<file path="src/sv/hpel_pkg.sv">
package hpel_pkg;

	localparam int unsigned SLOTS_PER_BLOCK_DEF = 16;
	localparam int unsigned BLOCK_COUNT_DEF     = 7;

	localparam int unsigned REQ_W   = 3;
	localparam int unsigned HOUR_W  = 32;
	localparam int unsigned VALUE_W = 16;
	localparam int unsigned BYTE_W  = 8;
	localparam int unsigned TIME_W  = 32;
	localparam int unsigned INDEX_W = 8;
	localparam int unsigned COUNT_W = 7;
	localparam int unsigned REC_W   = TIME_W + VALUE_W + 3 * BYTE_W;

	localparam int unsigned PADDR_W = 4;
	localparam int unsigned PDATA_W = 32;

	localparam logic [1:0] REG_CHANNEL_MODE = 2'd0;
	localparam logic [1:0] REG_FIXED_TYPE   = 2'd1;
	localparam logic [1:0] REG_RECORD_LIMIT = 2'd2;

	localparam logic [COUNT_W-1:0] RECORD_LIMIT_RST = 7'd100;
	localparam logic [BYTE_W-1:0]  TEMP_CELL        = 8'hFF;

	typedef enum logic [REQ_W-1:0] {
		REQ_UPDATE = 3'd0,
		REQ_FORCED = 3'd1,
		REQ_COMMIT = 3'd2,
		REQ_READ   = 3'd3,
		REQ_CLEAR  = 3'd4
	} req_t;

	typedef enum logic [1:0] {
		ST_IDLE,
		ST_DISPATCH,
		ST_WALK,
		ST_FINISH
	} state_t;

	typedef struct packed {
		logic capture;
		logic do_sample;
		logic do_commit;
		logic do_clear;
		logic walk_init;
		logic walk_step;
		logic walk_count;
		logic rd_issue;
		logic load_out;
	} dp_cmd_t;

	typedef struct packed {
		req_t req;
		logic sample_take;
		logic commit_ok;
		logic in_range;
		logic cur_used;
		logic hit;
		logic walk_last;
	} dp_sts_t;

endpackage

</file>
<file path="src/sv/hpel_ctrl.sv">
module hpel_ctrl (
	input  logic              clk,
	input  logic              arst_n,
	input  logic              in_valid,
	output logic              in_stall,
	output logic              out_valid,
	input  logic              out_stall,
	input  hpel_pkg::dp_sts_t sts,
	output hpel_pkg::dp_cmd_t cmd
);

	hpel_pkg::state_t state_q;
	hpel_pkg::state_t state_d;
	logic             out_valid_q;
	logic             out_free;

	assign out_free  = !out_valid_q || !out_stall;
	assign in_stall  = (state_q != hpel_pkg::ST_IDLE);
	assign out_valid = out_valid_q;

	always_ff @(posedge clk or negedge arst_n) begin
		if (!arst_n) begin
			state_q     <= hpel_pkg::ST_IDLE;
			out_valid_q <= 1'b0;
		end else begin
			state_q <= state_d;
			if (cmd.load_out) begin
				out_valid_q <= 1'b1;
			end else if (!out_stall) begin
				out_valid_q <= 1'b0;
			end
		end
	end

	always_comb begin
		cmd     = '0;
		state_d = state_q;
		unique case (state_q)
			hpel_pkg::ST_IDLE: begin
				if (in_valid) begin
					cmd.capture = 1'b1;
					state_d     = hpel_pkg::ST_DISPATCH;
				end
			end
			hpel_pkg::ST_DISPATCH: begin
				state_d = hpel_pkg::ST_FINISH;
				unique case (sts.req)
					hpel_pkg::REQ_UPDATE: cmd.do_sample = sts.sample_take;
					hpel_pkg::REQ_FORCED: cmd.do_sample = 1'b1;
					hpel_pkg::REQ_COMMIT: cmd.do_commit = sts.commit_ok;
					hpel_pkg::REQ_READ: begin
						if (sts.in_range) begin
							cmd.walk_init = 1'b1;
							state_d       = hpel_pkg::ST_WALK;
						end
					end
					hpel_pkg::REQ_CLEAR:  cmd.do_clear = 1'b1;
					default: ;
				endcase
			end
			hpel_pkg::ST_WALK: begin
				if (sts.cur_used && sts.hit) begin
					cmd.rd_issue = 1'b1;
					state_d      = hpel_pkg::ST_FINISH;
				end else if (sts.walk_last) begin
					state_d = hpel_pkg::ST_FINISH;
				end else begin
					cmd.walk_step  = 1'b1;
					cmd.walk_count = sts.cur_used;
				end
			end
			hpel_pkg::ST_FINISH: begin
				if (out_free) begin
					cmd.load_out = 1'b1;
					state_d      = hpel_pkg::ST_IDLE;
				end
			end
			default: state_d = hpel_pkg::ST_IDLE;
		endcase
	end

endmodule

</file>
<file path="config.mk">
export PLATFORM = sky130hd
export DESIGN_NAME = hpel_ctrl
export DESIGN_NICKNAME = d
export VERILOG_FILES = /design/src/sv/hpel_pkg.sv /design/src/sv/hpel_ctrl.sv
export SDC_FILE = /design/constraint.sdc
export NUM_CORES = 1
export LEC_CHECK = 0
export BUFFER_PORTS_ARGS = -buffer_cell sky130_fd_sc_hd__buf_2
export CAP_MARGIN = 0
export CELL_PAD_IN_SITES_DETAIL_PLACEMENT = 1
export CELL_PAD_IN_SITES_GLOBAL_PLACEMENT = 2
export CORE_ASPECT_RATIO = 1.4
export CORE_UTILIZATION = 18
export CTS_BUF_LIST = sky130_fd_sc_hd__clkbuf_16
export DETAILED_ROUTE_END_ITERATION = 10
export PLACE_DENSITY = 0.77
export SLEW_MARGIN = 40
export SYNTH_ARGS = -nofsm -noshare
export SYNTH_HDL_FRONTEND = slang
export SYNTH_SLANG_ARGS = --single-unit
</file>
<file path="constraint.sdc">
create_clock -name clk -period 1.35 [get_ports clk]
set_input_delay 0.27 -clock clk [delete_from_list [all_inputs] [get_ports clk]]
set_output_delay 0.27 -clock clk [all_outputs]
set_load 0.05 [all_outputs]
</file>
Word-level counts from Yosys, hierarchy flattened
Cells that the tools add are included.
- register bits after elaboration: 3
- output and inout port bits: 11
- mux-type cells: 23
- reduce and logical (&&, ||, !) cells: 8
- equality and inequality tests: 11
- operators with widths (cell ; count):
    two-way mux 1 bit ; 13
    two-way mux 2 bit ; 6
    one-hot mux 2 bit (4 select lines) ; 1
    equality test 3 x 2 -> 1 bit (second input constant) ; 2
    equality test 2 bit (second input constant) ; 2
    two-way mux 4 bit ; 1
    != test 2 bit (second input constant) ; 2
    equality test 3 x 1 -> 1 bit (second input constant) ; 1
    equality test 3 bit (second input constant) ; 1
    zero test 3 bit ; 1
    two-way mux 3 bit ; 1
    != test 3 bit (second input constant) ; 1
    AND reduction 3 bit ; 1
    equality test 2 x 1 -> 1 bit (second input constant) ; 1
    zero test 1 bit ; 2
    zero test 2 bit ; 1
    != test 2 x 1 -> 1 bit (second input constant) ; 1
    one-hot mux 1 bit (2 select lines) ; 1
    nonzero test 2 bit ; 1
    logical AND 1 bit ; 1
    logical OR 1 bit ; 1

Longest topological paths before layout
Gate-level depths: netlist of run 1.
- depth after elaboration: 5
- depth in mapped cells: 6

Worst setup path after synthesis of run 1
OpenSTA, ideal clock, no wires.
- path type: register to output
- from: register state_q[1]
- to: output cmd[7] (netlist name)
- required time: 1.080 ns
- cell stages (with the launch flop): 4
- setup slack: -1.242 ns
- arrival time: 2.322 ns
- cell sequence: dfrtp_1 > inv_1 > ha_1 > nor4b_1
- RTL lines (what ; line ; source):
    start: declaration ; hpel_ctrl.sv:12 ; hpel_pkg::state_t state_q;
    start signal: assignment ; hpel_ctrl.sv:23 ; state_q <= hpel_pkg::ST_IDLE;
    start signal: assignment ; hpel_ctrl.sv:26 ; state_q <= state_d;
    end: declaration ; hpel_ctrl.sv:9 ; output hpel_pkg::dp_cmd_t cmd

==> metrics.md, run 1 <==
| Metric | Value |
|---|---|
| Ant. Diodes | 0 |
| Pin count of the biggest net entering global routing | 6 |
| Comb pwr share | 62.1% |
| First-pass iteration count of the detailed router | 1 |
| Global-route wire length before repair | 1.766 mm |
| Layout cells sized above 1 | 76.06% |
| Number of remaining DRC errors | 0 |
| Minimum clock period | 1.599 ns |
| Distinct cell type count after synthesis | 23 |
| First-iteration detailed-routing DRC count | 0 |
| Routed WL | 1.126 mm |
| Syn. warnings | 0 |
| Max Root-Sink Buffers | 2 |
| Switching part of the total power | 41.87% |
| Core ar. | 1757 sq um |
| Slew @ Worst Pin | 0.2459 ns |
| Critical Path Fanout Max | 5 |
| Initial antenna violation count | 0 |
| Fmax | 0.6255 GHz |
| RSZ-0062 raised after global routing | yes |
| Die span in y | 53.26 um |
| Initial core utilization | 19.23% |
| MaxCap Viol Count | 0 |
| Area growth, synth to finish | 131.5% |
| Slew HR | 83.61% |
| Register share of total power | 12.3% |
| Clk_lat worst skew | 0.22 ns |
| Pre-CTS WS | -0.1955 ns |
| Failing checks | setup timing |
| Root Buffer | clkbuf_16 |
| Power density cells | 2301 nW/um^2 |
| Clock share of power | 25.6% |
| Final Hold Viols | 0 |
| Met1 Wirelength | 346 um |
| DR vias/cell | 4.615 |
| Post-Syn Area | 337.8 sq um |
| R2R setup slack | -0.17 ns |
| Synth Instances | 35 |
| Leakage | 0.3688 nW |
| Vias | 420 |
| Ports | 24 |
| CP Capture Type | output port |
| DRT antenna net count | 0 |
| Worst hold path class | in -> reg |
| Dpl hpwl | 897.3 um |
| H-Tree Depth | 1 |
| Total CTS buffers | 3 |
| Post-Route Setup TNS | -2.324 ns |
| WP data arrival | 1.33 ns |
| Worst R2R End | state_q[0] |
| Final WS setup | -0.2488 ns |
| Fillcell total | 195 |
| Vias in the first global route | 432 |
| Status | finished with violations |
| Syn Nets | 53 |
| Worst setup path category | reg -> out |
| Die X | 38.62 um |
| Clock skew | 0.001226 ns |
| Die ar. | 2057 sq um |
| Sequential area share after synthesis | 22.22% |
| Startpoint types | flip-flop |
| Final setup vio count | 12 |
| Synth Area per Inst | 9.652 sq um |
| Met2 Routed Length | 674 um |
| Clock-pin slew on the worst setup and hold paths | 0.03 ns |
| Slew Viols, Final | 0 |
| RR Startpoint | state_q[1] |
| Design Power | 0.001799 W |
| WHS Endpoint | out_valid |
| Req. time, crit path | 1.08 ns |
| Yosys reg bits | 3 |
| Number of port buffers | 23 |
| Num rows | 18 |
| Global Route Usage Sum | 12.77% |
| DR WL met3 | 80 um |
| P_sw | 0.0007534 W |
| Area of the multi-input gates | 335.3 sq um |
| Hold path cells | 2 |
| CTS tree | built |
| Worst VDD drop | 0.9165 mV |
| Nets | 90 |
| Register Area | 77.57 sq um |
| Cell depth of the worst flop-to-flop path | 5 |
| Gr ovfl total | 0 |
| Final critical-path share of the clock period | 118.4% |
| Total internal power | 0.001046 W |
| Per-cell routed wire length | 12.37 um |
| Critical hold path startpoint | out_stall |
| Max layer used | met4 |
| Routability cong. | 0.6501 |
| CTS Sinks | 3 |
-- cells by family (layout without fill, tap and decap cells) --
kind of cell             count (synthesis)  in the layout  synth area share (%)
flip-flops                               3              3                 22.22
buffers and inverters                    4             40                 4.443
AND/OR/NAND/NOR                         16             16                 35.19
AO/OA/AOI/OAI                            7              7                 19.63
adder cells (fa/ha/maj)                  5              5                 18.52
-- through the flow --
stage               std cells  hold slack, ns  instance area [sq um]  utilization, %
global placement           86         0.06813                  620.6           35.33
finish                     91          0.3281                  782.0           44.52
detailed placement         86         0.07054                  620.6           35.33
CTS                        91          0.3234                  782.0           44.52
global route               91          0.3261                  782.0           44.52
floorplan                  35        -0.02559                  420.4               -
-- worst max-delay path, cell delays in order (launching register included) --
cell	delay, ns
dfrtp_1	0.40
buf_4	0.16
ha_4	0.17
and4_2	0.23
buf_6	0.15
-- worst max-delay path by stage --
stage                      end  slack, ns  cells after the start  startpoint
detailed placement  state_q[0]      -0.20                      5  state_q[1]
finish                  cmd[4]      -0.25                      4  state_q[0]
global route            cmd[6]      -0.30                      5  state_q[0]
global placement    state_q[0]      -0.19                      5  state_q[1]
CTS                     cmd[6]      -0.25                      5  state_q[1]
floorplan               cmd[5]      -0.18                      3  state_q[1]
-- synth_stat cells --
master / n / share of area (%)
nor2b_1: 1 / 1.9
nor2_1: 2 / 2.2
and2_1: 1 / 1.9
and4_1: 1 / 2.6
nand4b_1: 1 / 2.6
o21ai_1: 2 / 3.0
nand2_2: 1 / 1.9
nor2b_4: 1 / 4.1
a22oi_1: 1 / 2.2
nor4b_1: 1 / 2.6
dfrtp_1: 3 / 22
nand3_1: 1 / 1.5
and2_2: 1 / 2.2
a21o_1: 1 / 2.2
and3_4: 1 / 3.3
ha_1: 5 / 19
nor4bb_1: 1 / 3.0
a311oi_4: 1 / 7.8
a21boi_0: 1 / 2.2
nand2_1: 1 / 1.1
a211oi_1: 1 / 2.2
and3_2: 2 / 4.4
inv_1: 4 / 4.4
-- sequential cells by signal (all words and copies together), names as in the netlist --
signal	flops
out_valid	1
state_q	2
-- metal layers --
layer  up-vias  GRT usage, %
met5         -             0
met4         0         5.747
met3         2         3.782
met2        22         25.83
met1       196         10.26
li1        200             -
-- power groups by stage --
stage | Sequential, W | Combinational, W | Clock [W]
after CTS | 0.000221 | 0.00113 | 0.000465
after detailed placement | 0.000208 | 0.00104 | 0
after global placement | 0.000205 | 0.00100 | 0
after global routing | 0.000231 | 0.00119 | 0.000480
final | 0.000222 | 0.00112 | 0.000461
after floorplan | 0.000260 | 0.000642 | 0
-- cells in the final DEF (no fill, tap or decap), types with 2 or more instances in the layout --
cell       synthesis  routed
buf_4              0      10
o21ai_1            2       2
buf_6              0       6
clkbuf_16          0       3
dfrtp_2            0       2
inv_1              4       3
buf_8              0       2
buf_2              0      13
ha_4               0       2
and3_4             1       3
ha_1               5       2
-- area by class of cell --
type	count	area share (%)
inverter	4	2.240
sequential	3	9.920
clock buffer	3	9.600
clock inverter	1	0.4800
multi-input combinational	28	42.88
timing repair buffer	32	31.68
tap	20	3.200
-- timing repair --
action,4_1_cts,5_1_grt
pin swaps,2,1
gates resized for setup,24,0
hold buffers,1,0
hold endpoints to repair,3,0
endpoints found under the setup margin,12,12
setup buffers,0,0
No activity file was read; power rests on OpenSTA's default activity.
==> run 2: changes to the inputs <==
Settings changed: CORE_ASPECT_RATIO 1.4 to unset, CORE_UTILIZATION 18 to 19, CTS_BUF_LIST sky130_fd_sc_hd__clkbuf_16 to sky130_fd_sc_hd__clkbuf_4 sky130_fd_sc_hd__clkbuf_8, PLACE_DENSITY 0.77 to 0.8.
==> metrics.md, run 2 (synthesis results as in run 1) <==
| Metric | Value |
|---|---|
| Status | finished with violations (unchanged) |
| Failing checks | setup timing (unchanged) |
| Die X | 44.17 um (was 38.62 um) |
| Clk_lat worst skew | 0.23 ns (was 0.22 ns) |
| Number of remaining DRC errors | 0 (unchanged) |
| Switching part of the total power | 45.40% (was 41.87%) |
| Commonest non-fill, non-tap cell in the layout | buf_2 (unchanged) |
| RR Startpoint | state_q[1] (unchanged) |
| Clock-pin slew on the worst setup and hold paths | 0.04 ns (was 0.03 ns) |
| Per-cell routed wire length | 13.70 um (was 12.37 um) |
| Global Route Usage Sum | 13.38% (was 12.77%) |
| Die ar. | 1951 sq um (was 2057 sq um) |
| GR peak layer | met2 (unchanged) |
| H-Tree Depth | 1 (unchanged) |
| Num rows | 14 (was 18) |
| Global-route wire length before repair | 1.849 mm (was 1.766 mm) |
| Most frequent cells in the layout | buf_2, buf_4, buf_6, buf_8, clkbuf_4 (was buf_2, buf_4, buf_6) |
| Register Area | 77.57 sq um (unchanged) |
| Number of port buffers | 23 (unchanged) |
| Final setup vio count | 12 (unchanged) |
| Die span in y | 44.17 um (was 53.26 um) |
| Vias | 416 (was 420) |
| Slowest cell on the critical path | dfrtp_1 (unchanged) |
| Clock skew | 0.002383 ns (was 0.001226 ns) |
| Worst setup path category | reg -> out (unchanged) |
| Routed WL | 1.247 mm (was 1.126 mm) |
| Cell Count, Final, Fillers Out | 91 (unchanged) |
| WHS Endpoint | out_valid (unchanged) |
| Leakage | 0.3702 nW (was 0.3688 nW) |
| Fillcell total | 182 (was 195) |
| First-iteration detailed-routing DRC count | 8 (was 0) |
| Final Hold Viols | 0 (unchanged) |
| CP Capture Type | output port (unchanged) |
| Max Root-Sink Buffers | 2 (unchanged) |
| Crit-path leading delay family | flip-flops (unchanged) |
| Comb pwr share | 75.7% (was 62.1%) |
| First-pass iteration count of the detailed router | 3 (was 1) |
| Total internal power | 0.0009101 W (was 0.001046 W) |
| Routing usage on met1 | 16.87% (was 10.26%) |
| Initial core utilization | 21.43% (was 19.23%) |
| Total CTS buffers | 3 (unchanged) |
| P_sw | 0.0007568 W (was 0.0007534 W) |
| Worst R2R End | state_q[0] (unchanged) |
| RSZ-0062 raised after global routing | yes (unchanged) |
| R2R setup slack | -0.20 ns (was -0.17 ns) |
| Worst hold path class | in -> reg (unchanged) |
| Startpoint types | flip-flop (unchanged) |
| Ant. Diodes | 0 (unchanged) |
| CTS Sinks | 3 (unchanged) |
| Hold path cells | 2 (unchanged) |
| Met2 capacity usage during global routing | 20.59% (was 25.83%) |
| DR vias/cell | 4.571 (was 4.615) |
| Area growth, synth to finish | 130.0% (was 131.5%) |
| Routability cong. | 0.6789 (was 0.6501) |
| Clock share of power | 11.0% (was 25.6%) |
| WP data arrival | 1.35 ns (was 1.33 ns) |
| M3 GR Usage | 2.449% (was 3.782%) |
| Power density cells | 2145 nW/um^2 (was 2301 nW/um^2) |
| Ports | 24 (unchanged) |
| DRT antenna net count | 0 (unchanged) |
| Slew HR | 83.65% (was 83.61%) |
| Max reg flops | 2 (unchanged) |
| Post-Route Setup TNS | -2.538 ns (was -2.324 ns) |
| Layout cells sized above 1 | 80.00% (was 76.06%) |
| Root Buffer | clkbuf_4 (was clkbuf_16) |
| CTS tree | built (unchanged) |
| Biggest register | state_q (unchanged) |
| Buf/Inv on CP | 2 (unchanged) |
| Inst Count DP | 80 (was 86) |
| Critical path, cell by cell | inv_2, ha_4, and3_4, and2_4, buf_8 (was buf_4, ha_4, and4_2, buf_6) |
| Delay of the slowest critical-path stage | 0.40 ns (about the same) |
| Final WS setup | -0.2683 ns (was -0.2488 ns) |
| Vias in the first global route | 416 (was 432) |
| Pin count of the biggest net entering global routing | 6 (unchanged) |
| Gr ovfl total | 0 (unchanged) |
| Dpl hpwl | 899.4 um (was 897.3 um) |
| Slew @ Worst Pin | 0.2453 ns (was 0.2459 ns) |
| Register share of total power | 13.4% (was 12.3%) |
| Worst VDD drop | 0.8003 mV (was 0.9165 mV) |
| Area of the multi-input gates | 335.3 sq um (unchanged) |
| Fmax | 0.6179 GHz (was 0.6255 GHz) |
| Min Hold Slack | 0.3323 ns (was 0.3281 ns) |
| Critical hold path startpoint | out_stall (unchanged) |
| Critical Path Fanout Max | 3 (was 5) |
| Minimum clock period | 1.618 ns (was 1.599 ns) |
| Nets | 94 (was 90) |
| Req. time, crit path | 1.08 ns (about the same) |
| Cell depth of the worst flop-to-flop path | 5 (unchanged) |
| Core ar. | 1577 sq um (was 1757 sq um) |
| Initial antenna violation count | 0 (unchanged) |
| Final critical-path share of the clock period | 119.9% (was 118.4%) |
| Slew Viols, Final | 0 (unchanged) |
| MaxCap Viol Count | 0 (unchanged) |
-- run 2: cell types whose count changed in the layout (fill, tap and decap cells not counted) --
cell,before,now
buf_4,10,12
buf_6,6,5
buf_8,2,5
clkbuf_16,3,0
clkbuf_4,0,4
inv_1,3,1
inv_2,1,2
-- run 2: final cells by class --
cell class	count	share of cell area (%)
sequential	3	9.984
tap	16	2.576
multi-input combinational	28	43.16
inverter	4	2.254
clock buffer	4	3.865
timing repair buffer	36	38.16
-- run 2: worst max path at each step --
stage / startpoint / endpoint / slack (ns) / cells after the start
finish: state_q[0] / cmd[2] / -0.27 / 5
global route: state_q[0] / cmd[2] / -0.32 / 5
CTS: state_q[1] / cmd[6] / -0.27 / 5
global placement: state_q[1] / cmd[6] / -0.12 / 5
detailed placement: state_q[1] / state_q[0] / -0.15 / 5
floorplan: state_q[1] / cmd[5] / -0.18 / 3
-- run 2: per-stage QoR --
| stage | setup WS (ns) | util (%) | cell area, sq um | total power (W) |
|---|---|---|---|---|
| floorplan | -0.1784 | - | 420.4 | 0.0009021 |
| global placement | -0.1211 | 38.10 | 600.6 | 0.001189 |
| detailed placement | -0.1524 | 38.10 | 600.6 | 0.001219 |
| CTS | -0.2730 | 47.06 | 742.0 | 0.001576 |
| global route | -0.3244 | 49.29 | 777.0 | 0.001776 |
| finish | -0.2683 | 49.29 | 777.0 | 0.001667 |
-- run 2: worst reg2reg max path, cell delays in order, from the launching register on --
cell and delay (ns):
dfrtp_2 0.45, ha_1 0.23, and3_4 0.20, a311oi_4 0.28, o21ai_1 0.12, a22oi_1 0.19
-- run 2: power by group through the flow --
stage	sequential (W)	clock [W]	combinational (W)
after floorplan	0.000260	0	0.000642
after global placement	0.000206	0	0.000983
after detailed placement	0.000212	0	0.00101
after CTS	0.000213	0.000188	0.00117
after global routing	0.000234	0.000196	0.00135
final	0.000223	0.000183	0.00126
-- run 2: repair_timing --
item	4_1_cts	5_1_grt
hold buffers	1	0
gates resized for setup	23	7
cloned	0	0
buffers inserted	4	2
endpoints found under the hold margin	3	0
setup endpoints to repair	12	12
pin swaps	1	3
-- run 2: per-layer routing --
metal | share of wire (%) | wire, um
met3 | 1.1 | 14
met4 | 1.8 | 23
met1 | 42 | 523
met2 | 55 | 685
met5 | 0 | 0
